## config.mk

```make
export PLATFORM = sky130hd
export DESIGN_NAME = integer_alu_with_power_unit_flat
export DESIGN_NICKNAME = d
export VERILOG_FILES = /design/src/rtl/iap_pkg.sv /design/src/rtl/iap_if.sv /design/src/rtl/integer_alu_with_power_unit.sv /design/src/rtl/iap_ctrl.sv /design/src/rtl/iap_dp.sv /design/src/flat_wrapper.sv
export SDC_FILE = /design/constraint.sdc
export NUM_CORES = 2
export LEC_CHECK = 0
export ABC_AREA = 0
export ABC_CLOCK_PERIOD_IN_PS = 16900
export BUFFER_PORTS_ARGS = -buffer_cell sky130_fd_sc_hd__clkbuf_2
export CAP_MARGIN = 20
export CELL_PAD_IN_SITES_DETAIL_PLACEMENT = 1
export CELL_PAD_IN_SITES_GLOBAL_PLACEMENT = 1
export CORE_MARGIN = 2
export CORE_UTILIZATION = 56
export DETAILED_ROUTE_END_ITERATION = 8
export PLACE_DENSITY_LB_ADDON = 0.1
export SLEW_MARGIN = 0
export SYNTH_ARGS = -nofsm -noshare
export SYNTH_HDL_FRONTEND = slang
export SYNTH_HIERARCHICAL = 1
export SYNTH_SLANG_ARGS = --single-unit
```

## constraint.sdc

```tcl
create_clock -name clk -period 16.9 [get_ports clk]
set_clock_uncertainty 0.15 [all_clocks]
set_input_delay 0.845 -clock clk [delete_from_list [all_inputs] [get_ports clk]]
set_output_delay 0.845 -clock clk [all_outputs]
set_load 0.01 [all_outputs]
```

## src/rtl/iap_pkg.sv

```systemverilog
// Shared constants and types for the integer ALU with power unit.
`timescale 1ns / 1ps
`default_nettype none

package iap_pkg;

  localparam int DATA_WIDTH_DEF = 32;
  localparam int OP_W           = 4;

  // Multiplier digit: full width up to this size, narrow digits above it.
  localparam int MUL_DIGIT_MAX  = 32;
  localparam int MUL_DIGIT_WIDE = 16;

  localparam logic [OP_W-1:0] OP_ADD = 4'd0;
  localparam logic [OP_W-1:0] OP_SUB = 4'd1;
  localparam logic [OP_W-1:0] OP_MUL = 4'd2;
  localparam logic [OP_W-1:0] OP_DIV = 4'd3;
  localparam logic [OP_W-1:0] OP_MOD = 4'd4;
  localparam logic [OP_W-1:0] OP_POW = 4'd5;
  localparam logic [OP_W-1:0] OP_AND = 4'd6;
  localparam logic [OP_W-1:0] OP_XOR = 4'd7;
  localparam logic [OP_W-1:0] OP_OR  = 4'd8;
  localparam logic [OP_W-1:0] OP_ABS = 4'd9;
  localparam logic [OP_W-1:0] OP_NEG = 4'd10;

  typedef struct packed {
    logic load;
    logic mul_step;
    logic pow_round;
    logic div_step;
    logic finish;
  } iap_cmd_t;

  typedef struct packed {
    logic b_zero;
    logic b_neg;
    logic expo_zero;
  } iap_sts_t;

endpackage

`default_nettype wire

```

## src/rtl/iap_if.sv

```systemverilog
// Request and response channel interfaces of the integer ALU with power unit.
`timescale 1ns / 1ps
`default_nettype none

interface iap_req_if import iap_pkg::*; #(
  parameter int DATA_WIDTH = DATA_WIDTH_DEF
);
  logic                         valid;
  logic                         ready;
  logic [OP_W-1:0]              operation;
  logic signed [DATA_WIDTH-1:0] operand_a;
  logic signed [DATA_WIDTH-1:0] operand_b;

  modport source (output valid, output operation, output operand_a, output operand_b,
                  input ready);
  modport sink (input valid, input operation, input operand_a, input operand_b,
                output ready);
endinterface

interface iap_rsp_if import iap_pkg::*; #(
  parameter int DATA_WIDTH = DATA_WIDTH_DEF
);
  logic                         valid;
  logic                         ready;
  logic signed [DATA_WIDTH-1:0] result_value;
  logic                         error_code;

  modport source (output valid, output result_value, output error_code, input ready);
  modport sink (input valid, input result_value, input error_code, output ready);
endinterface

`default_nettype wire

```

## src/rtl/integer_alu_with_power_unit.sv

```systemverilog
// Top level of the integer ALU with power unit.
`timescale 1ns / 1ps
`default_nettype none

// Evaluates one two's complement operation per request: add, sub, mul, truncating div,
// mod with the dividend's sign, power, and, xor, or, abs and negate, all wrapping at
// DATA_WIDTH bits; div or mod by zero returns 0 with error_code set, a negative exponent
// returns 0. One request is worked on at a time; the next is taken as soon as the result
// sits in the output register, even if that result has not yet been taken. Div and mod
// do one radix-2 restoring step per cycle and skip the steps with a zero divisor. Power
// is done by the two multiplier lanes, which do one square-and-multiply round together
// per bit of the exponent; the lanes work in digits, full width up to 32 bits and 16 bits
// wide above.
module integer_alu_with_power_unit import iap_pkg::*; #(
  parameter int DATA_WIDTH = DATA_WIDTH_DEF
) (
  input logic       clk,
  input logic       rst,
  iap_req_if.sink   req,
  iap_rsp_if.source rsp
);

  iap_cmd_t cmd;
  iap_sts_t sts;

  iap_ctrl #(
    .DATA_WIDTH (DATA_WIDTH)
  ) u_ctrl (
    .clk       (clk),
    .rst       (rst),
    .in_valid  (req.valid),
    .in_op     (req.operation),
    .in_ready  (req.ready),
    .out_valid (rsp.valid),
    .out_ready (rsp.ready),
    .sts       (sts),
    .cmd       (cmd)
  );

  iap_dp #(
    .DATA_WIDTH (DATA_WIDTH)
  ) u_dp (
    .clk   (clk),
    .cmd   (cmd),
    .sts   (sts),
    .in_op (req.operation),
    .in_a  (req.operand_a),
    .in_b  (req.operand_b),
    .res   (rsp.result_value),
    .err   (rsp.error_code)
  );

endmodule

`default_nettype wire

```

## src/rtl/iap_ctrl.sv

```systemverilog
// Sequencing controller of the integer ALU with power unit.
`timescale 1ns / 1ps
`default_nettype none

module iap_ctrl import iap_pkg::*; #(
  parameter int DATA_WIDTH = DATA_WIDTH_DEF
) (
  input  logic            clk,
  input  logic            rst,
  input  logic            in_valid,
  input  logic [OP_W-1:0] in_op,
  output logic            in_ready,
  output logic            out_valid,
  input  logic            out_ready,
  input  iap_sts_t        sts,
  output iap_cmd_t        cmd
);

  localparam int DIGIT = (DATA_WIDTH <= MUL_DIGIT_MAX) ? DATA_WIDTH : MUL_DIGIT_WIDE;
  localparam int NDIG  = (DATA_WIDTH + DIGIT - 1) / DIGIT;
  localparam int DIG_W = (NDIG > 1) ? $clog2(NDIG) : 1;
  localparam int CNT_W = $clog2(DATA_WIDTH);

  typedef enum logic [2:0] {IDLE, MUL, POW, DIV, FIN} state_t;

  state_t             state, state_next;
  logic [CNT_W-1:0]   cnt, cnt_next;
  logic [DIG_W-1:0]   dig, dig_next;
  logic               out_valid_next;

  assign in_ready = (state == IDLE);

  always_comb begin
    state_next     = state;
    cnt_next       = cnt;
    dig_next       = dig;
    cmd            = '0;
    out_valid_next = out_valid && !out_ready;
    case (state)
      IDLE: begin
        if (in_valid) begin
          cmd.load = 1'b1;
          cnt_next = '0;
          dig_next = '0;
          if (in_op == OP_MUL) begin
            state_next = (NDIG > 1) ? MUL : FIN;
          end else if (in_op == OP_POW) begin
            state_next = POW;
          end else if (in_op inside {OP_DIV, OP_MOD}) begin
            state_next = DIV;
          end else begin
            state_next = FIN;
          end
        end
      end
      MUL: begin
        cmd.mul_step = 1'b1;
        dig_next     = dig + 1'b1;
        if (dig == DIG_W'(NDIG - 2)) begin
          state_next = FIN;
        end
      end
      POW: begin
        if (sts.b_neg || sts.expo_zero) begin
          state_next = FIN;
        end else if (dig == DIG_W'(NDIG - 1)) begin
          cmd.pow_round = 1'b1;
          dig_next      = '0;
        end else begin
          cmd.mul_step = 1'b1;
          dig_next     = dig + 1'b1;
        end
      end
      DIV: begin
        if (sts.b_zero) begin
          state_next = FIN;
        end else begin
          cmd.div_step = 1'b1;
          cnt_next     = cnt + 1'b1;
          if (cnt == CNT_W'(DATA_WIDTH - 1)) begin
            state_next = FIN;
          end
        end
      end
      FIN: begin
        if (!out_valid || out_ready) begin
          cmd.finish     = 1'b1;
          out_valid_next = 1'b1;
          state_next     = IDLE;
        end
      end
      default: state_next = IDLE;
    endcase
  end

  always_ff @(posedge clk) begin
    if (rst) begin
      state     <= IDLE;
      cnt       <= '0;
      dig       <= '0;
      out_valid <= 1'b0;
    end else begin
      state     <= state_next;
      cnt       <= cnt_next;
      dig       <= dig_next;
      out_valid <= out_valid_next;
    end
  end

endmodule

`default_nettype wire

```

## src/rtl/iap_dp.sv

```systemverilog
// Datapath of the integer ALU with power unit: operands, two multiplier lanes, divider.
`timescale 1ns / 1ps
`default_nettype none

module iap_dp import iap_pkg::*; #(
  parameter int DATA_WIDTH = DATA_WIDTH_DEF
) (
  input  logic                  clk,
  input  iap_cmd_t              cmd,
  output iap_sts_t              sts,
  input  logic [OP_W-1:0]       in_op,
  input  logic [DATA_WIDTH-1:0] in_a,
  input  logic [DATA_WIDTH-1:0] in_b,
  output logic [DATA_WIDTH-1:0] res,
  output logic                  err
);

  localparam int W     = DATA_WIDTH;
  localparam int DIGIT = (W <= MUL_DIGIT_MAX) ? W : MUL_DIGIT_WIDE;
  localparam int NDIG  = (W + DIGIT - 1) / DIGIT;
  localparam int MPW   = NDIG * DIGIT;

  logic [OP_W-1:0] op_r;
  logic [W-1:0]    a_r, b_r;
  logic [W-1:0]    acc, expo;
  logic [W-1:0]    mc1, mc2, sum1, sum2;
  logic [MPW-1:0]  mp1, mp2;
  logic [W-1:0]    rem, quo, dvs;

  logic [W+DIGIT-1:0] p1, p2;
  logic [W-1:0]       s1, s2, acc_upd;
  logic [W-1:0]       sh;
  logic [W:0]         diff;
  logic [W-1:0]       abs_a_in, abs_b_in;
  logic               is_mul_in;
  logic               a_neg, b_neg;
  logic [W-1:0]       res_next;
  logic               err_next;

  assign is_mul_in = (in_op == OP_MUL);
  assign abs_a_in  = in_a[W-1] ? ('0 - in_a) : in_a;
  assign abs_b_in  = in_b[W-1] ? ('0 - in_b) : in_b;

  assign p1      = mc1 * mp1[DIGIT-1:0];
  assign p2      = mc2 * mp2[DIGIT-1:0];
  assign s1      = sum1 + p1[W-1:0];
  assign s2      = sum2 + p2[W-1:0];
  assign acc_upd = expo[0] ? s1 : acc;

  assign sh   = {rem[W-2:0], quo[W-1]};
  assign diff = {1'b0, sh} - {1'b0, dvs};

  assign a_neg = a_r[W-1];
  assign b_neg = b_r[W-1];

  assign sts.b_zero    = (b_r == '0);
  assign sts.b_neg     = b_neg;
  assign sts.expo_zero = (expo == '0);

  always_comb begin
    res_next = '0;
    err_next = (op_r inside {OP_DIV, OP_MOD}) && (b_r == '0);
    case (op_r)
      OP_ADD: res_next = a_r + b_r;
      OP_SUB: res_next = a_r - b_r;
      OP_MUL: res_next = s1;
      OP_DIV: res_next = err_next ? '0 : ((a_neg ^ b_neg) ? ('0 - quo) : quo);
      OP_MOD: res_next = err_next ? '0 : (a_neg ? ('0 - rem) : rem);
      OP_POW: res_next = b_neg ? '0 : acc;
      OP_AND: res_next = a_r & b_r;
      OP_XOR: res_next = a_r ^ b_r;
      OP_OR:  res_next = a_r | b_r;
      OP_ABS: res_next = a_neg ? ('0 - a_r) : a_r;
      OP_NEG: res_next = '0 - a_r;
      default: res_next = '0;
    endcase
  end

  always_ff @(posedge clk) begin
    if (cmd.load) begin
      op_r <= in_op;
      a_r  <= in_a;
      b_r  <= in_b;
      acc  <= W'(1);
      expo <= in_b;
      mc1  <= is_mul_in ? in_a : W'(1);
      mp1  <= MPW'(is_mul_in ? in_b : in_a);
      sum1 <= '0;
      mc2  <= in_a;
      mp2  <= MPW'(in_a);
      sum2 <= '0;
      rem  <= '0;
      quo  <= abs_a_in;
      dvs  <= abs_b_in;
    end
    if (cmd.mul_step) begin
      sum1 <= s1;
      sum2 <= s2;
      mc1  <= mc1 << DIGIT;
      mc2  <= mc2 << DIGIT;
      mp1  <= mp1 >> DIGIT;
      mp2  <= mp2 >> DIGIT;
    end
    if (cmd.pow_round) begin
      acc  <= acc_upd;
      expo <= expo >> 1;
      mc1  <= acc_upd;
      mp1  <= MPW'(s2);
      sum1 <= '0;
      mc2  <= s2;
      mp2  <= MPW'(s2);
      sum2 <= '0;
    end
    if (cmd.div_step) begin
      rem <= diff[W] ? sh : diff[W-1:0];
      quo <= {quo[W-2:0], ~diff[W]};
    end
    if (cmd.finish) begin
      res <= res_next;
      err <= err_next;
    end
  end

endmodule

`default_nettype wire

```

## src/flat_wrapper.sv

```systemverilog
// flat-port wrapper written by rule: the top's interface ports become plain ports
module integer_alu_with_power_unit_flat import iap_pkg::*;
#(
  parameter int DATA_WIDTH = DATA_WIDTH_DEF
)
  (clk, rst, req_valid, req_operation, req_operand_a, req_operand_b, req_ready, rsp_valid, rsp_result_value, rsp_error_code, rsp_ready);
  iap_req_if #(.DATA_WIDTH(DATA_WIDTH)) req_i ();
  iap_rsp_if #(.DATA_WIDTH(DATA_WIDTH)) rsp_i ();
  input logic clk;
  input logic rst;
  input wire logic [$bits(req_i.valid)-1:0] req_valid;
  input wire logic [$bits(req_i.operation)-1:0] req_operation;
  input wire logic [$bits(req_i.operand_a)-1:0] req_operand_a;
  input wire logic [$bits(req_i.operand_b)-1:0] req_operand_b;
  output wire logic [$bits(req_i.ready)-1:0] req_ready;
  output wire logic [$bits(rsp_i.valid)-1:0] rsp_valid;
  output wire logic [$bits(rsp_i.result_value)-1:0] rsp_result_value;
  output wire logic [$bits(rsp_i.error_code)-1:0] rsp_error_code;
  input wire logic [$bits(rsp_i.ready)-1:0] rsp_ready;
  assign req_i.valid = req_valid;
  assign req_i.operation = req_operation;
  assign req_i.operand_a = req_operand_a;
  assign req_i.operand_b = req_operand_b;
  assign req_ready = req_i.ready;
  assign rsp_valid = rsp_i.valid;
  assign rsp_result_value = rsp_i.result_value;
  assign rsp_error_code = rsp_i.error_code;
  assign rsp_i.ready = rsp_ready;
  integer_alu_with_power_unit #(.DATA_WIDTH(DATA_WIDTH)) u_core (.clk(clk), .rst(rst), .req(req_i), .rsp(rsp_i));
endmodule
```

==> impl_metrics.yaml <==
timing:
  rsz0062_at_grt: "no"
  finalMaxSlewViolations: 0
  setup-tns-final_ns: 0
  hold_ws_ns: 0.2506
  hold_viol: 0
  setup_viol: 0
  fin_crit_sh: 0.5078
  worst_slew_pin_slew_ns: 1.207
  relSlewSlack: 0.1950
  finalCriticalPeriod_ns: 8.581
  clock.fmax_mhz: 116.5
floorplanning:
  dieArea_mm2: 0.1044
  ios: 107
  die_y_um: 323.2
  start_util: 0.5623
  rows: 117
  fp.dieW_um: 323.2
  core_area_mm2: 0.1014
layout:
  num-fill-cells: 11450
  drive_above_1_share: 0.05708
  area_growth_pct: 6.378
  fin_nets: 7251
yosys:
  synth_seq_area_share: 0.2127
  yosys.area.top_type_share: 0.2948
  yosys_warnings: 6
  ys_ff_latch: 429
  syn_avg_cell_area_um2: 9.521
  synthesis.area_mm2: 0.05705
  synth_nets: 7294
  synth_edf_count: 354
  yosysTopAreaCell: "fa_1"
  synthTopCellsByArea: "fa_1, edfxtp_1, ha_1"
  netlist_instances: 5992
  async_reset_ff_frac: 0
  ys.flop_type: "edfxtp_1"
  ys_types: 97
worst_setup_path:
  r2r-end: "u_core/u_dp/mc1[20]"
  ff2ff_path_depth: 23
  cp_max_fo: 25
  cp.arrival_ns: 8.78
  end_kind: "flip-flop"
  path_class: "reg -> reg"
  cp.required_ns: 17.10
  reg2reg_from: "u_core/u_dp/mc1[7]"
  r2r_slack_ns: 8.32
  startpoint_type: "flip-flop"
job:
  drv_cap: 0
clocking:
  clkTransAtPathRegs_ns: 0.06
  cts.sinks: 429
  htreeDepth: 2
  cts_tree: "built"
  cts_resized: 0
  cts_buffer_depth: 3
  ctsHoldBuffers: 0
  root_buffer: "clkbuf_16"
  cts_buffers: 51
  insertion_delay_ns: 0.67
  postCtsSetupRepairBufs: 0
status:
  status: "finished, final reports clean"
placed_design:
  place_congestion: 0.9950
  io_buffers: 106
  dp_hpwl_um: 155700
grt:
  grt_antenna_before_repair: 21
  gr-max-usage-layer: "met2"
  track_usage: 0.3900
  overflow: 0
  grtUsageMet3: 0.07031
  grt_pass1_wl_um: 300900
  grt_max_degree: 81
  grt.met1_usage: 0.4894
  grtUsageMet2: 0.6340
  grt_pass1_vias: 49360
drt:
  ant_nets: 0
  routed_wl_um: 200900
  drc_errors: 0
  wl_per_cell_um: 27.25
  routed_via_density: 6.158
  drtIter0Drc: 4422
  first_pass_iters: 5
  vias: 45380
min_path:
  holdPathStages: 1
  hold_class: "in -> reg"
  hp-start: "req_operand_b[0]"
  hold_path_end: "u_core/u_dp/b_r[0]"
## metal layers
layer	routed length (um)	up-vias
met2	94900	2034
met5	26	-
met3	17470	591
met1	75020	23580
met4	13440	4
li1	-	19170
## cells by family after synthesis
logic type,count (synthesis),synth area share
fa+ha+maj,1230,0.3803
mux,96,0.01752
compound gates,895,0.1024
flops,429,0.2127
buf+inv,1394,0.09220
simple gates,1594,0.1403
xor+xnor,354,0.05459
## Yosys cell counts (38+ instances only)
| cell type | number |
|---|---|
| nor3_1 | 66 |
| edfxtp_1 | 354 |
| nor2_1 | 182 |
| clkbuf_1 | 244 |
| fa_1 | 840 |
| a21oi_1 | 181 |
| dfxtp_1 | 75 |
| o21a_1 | 38 |
| nand3_1 | 44 |
| and2_1 | 430 |
| xnor2_1 | 242 |
| mux2i_1 | 65 |
| o21ai_0 | 229 |
| xor2_1 | 111 |
| o31ai_1 | 43 |
| a21o_1 | 74 |
| ha_1 | 390 |
| nand2_1 | 626 |
| inv_1 | 1128 |
## cells in the final DEF (no fill, tap or decap), drive strengths merged, types with 75 or more instances in the layout
| master | netlist | routed |
|---|---|---|
| o21ai | 258 | 258 |
| xor2 | 111 | 111 |
| and2 | 430 | 430 |
| ha | 390 | 390 |
| edfxtp | 354 | 354 |
| fa | 840 | 840 |
| xnor2 | 242 | 242 |
| clkbuf | 245 | 170 |
| dfxtp | 75 | 75 |
| a21oi | 181 | 181 |
| nor2 | 183 | 183 |
| nand2 | 626 | 626 |
| inv | 1128 | 1131 |
## final cells by class
type / count / area (um2) / share of cell area
timing repair buffer: 170 / 1055 / 0.01738
tap: 1368 / 1712 / 0.02820
clock inverter: 32 / 421.7 / 0.006948
multi-input combinational: 4169 / 39720 / 0.6545
inverter: 1128 / 4237 / 0.06981
antenna: 10 / 25.02 / 0.0004124
clock buffer: 64 / 1385 / 0.02282
sequential: 429 / 12130 / 0.1999
## critical path, stage by stage, from the launching register on
cell,delay [ns]
edfxtp_1,1.14
and2_1,0.29
fa_1,0.43
fa_1,0.46
fa_1,0.50
inv_1,0.06
fa_1,0.54
inv_1,0.04
ha_1,0.27
ha_1,0.30
fa_1,0.48
inv_1,0.05
fa_1,0.50
inv_1,0.05
ha_1,0.36
a2111oi_0,0.53
o2111ai_1,0.24
nand3_1,0.21
a2bb2oi_1,0.33
a21oi_1,0.28
a21o_1,0.26
a21oi_1,0.17
xor2_1,0.48
o211ai_1,0.18
## metrics by stage
| step | utilization | cells | cell area, um2 | setup WS, ns |
|---|---|---|---|---|
| after CTS | 0.5976 | 7358 | 60620 | 8.347 |
| after global placement | 0.5795 | 7261 | 58790 | 8.613 |
| after detailed placement | 0.5798 | 7262 | 58820 | 8.372 |
| after global routing | 0.5980 | 7364 | 60670 | 8.073 |
| final | 0.5982 | 7370 | 60690 | 8.319 |
| after floorplan | - | 5992 | 57050 | 8.554 |
## sequential cells by signal, summed over array words and instances, names as in the netlist
register	count
u_core/u_ctrl/state	3
u_core/u_ctrl/cnt	5
u_core/u_ctrl/out_valid	1
u_core/u_dp/acc	32
u_core/u_dp/sum1	32
u_core/u_dp/a_r	32
u_core/u_dp/err	1
u_core/u_dp/expo	32
u_core/u_dp/mp2	31
u_core/u_dp/mp1	32
u_core/u_dp/mc1	32
u_core/u_dp/quo	32
u_core/u_ctrl/dig	1
u_core/u_dp/b_r	32
u_core/u_dp/dvs	31
u_core/u_dp/res	32
u_core/u_dp/rem	32
u_core/u_dp/sum2	32
u_core/u_dp/op_r	4
## worst max path at each step
stage                             startpoint                   end  slack, ns  cells after the start
after detailed placement  u_core/u_dp/mc1[7]   u_core/u_dp/mc1[29]       8.37                     26
after global routing      u_core/u_dp/mc1[7]   u_core/u_dp/mc1[29]       8.07                     26
final                     u_core/u_dp/mc1[7]   u_core/u_dp/mc1[20]       8.32                     23
after global placement    u_core/u_dp/mc1[5]   u_core/u_dp/mc1[31]       8.61                     27
after CTS                 u_core/u_dp/mc1[7]   u_core/u_dp/mc1[29]       8.35                     26
after floorplan                    req_valid  u_core/u_dp/sum2[19]       8.55                      6
Power is not shown: default switching activity piles up to over one toggle a cycle in this logic, so the estimate is an artifact.
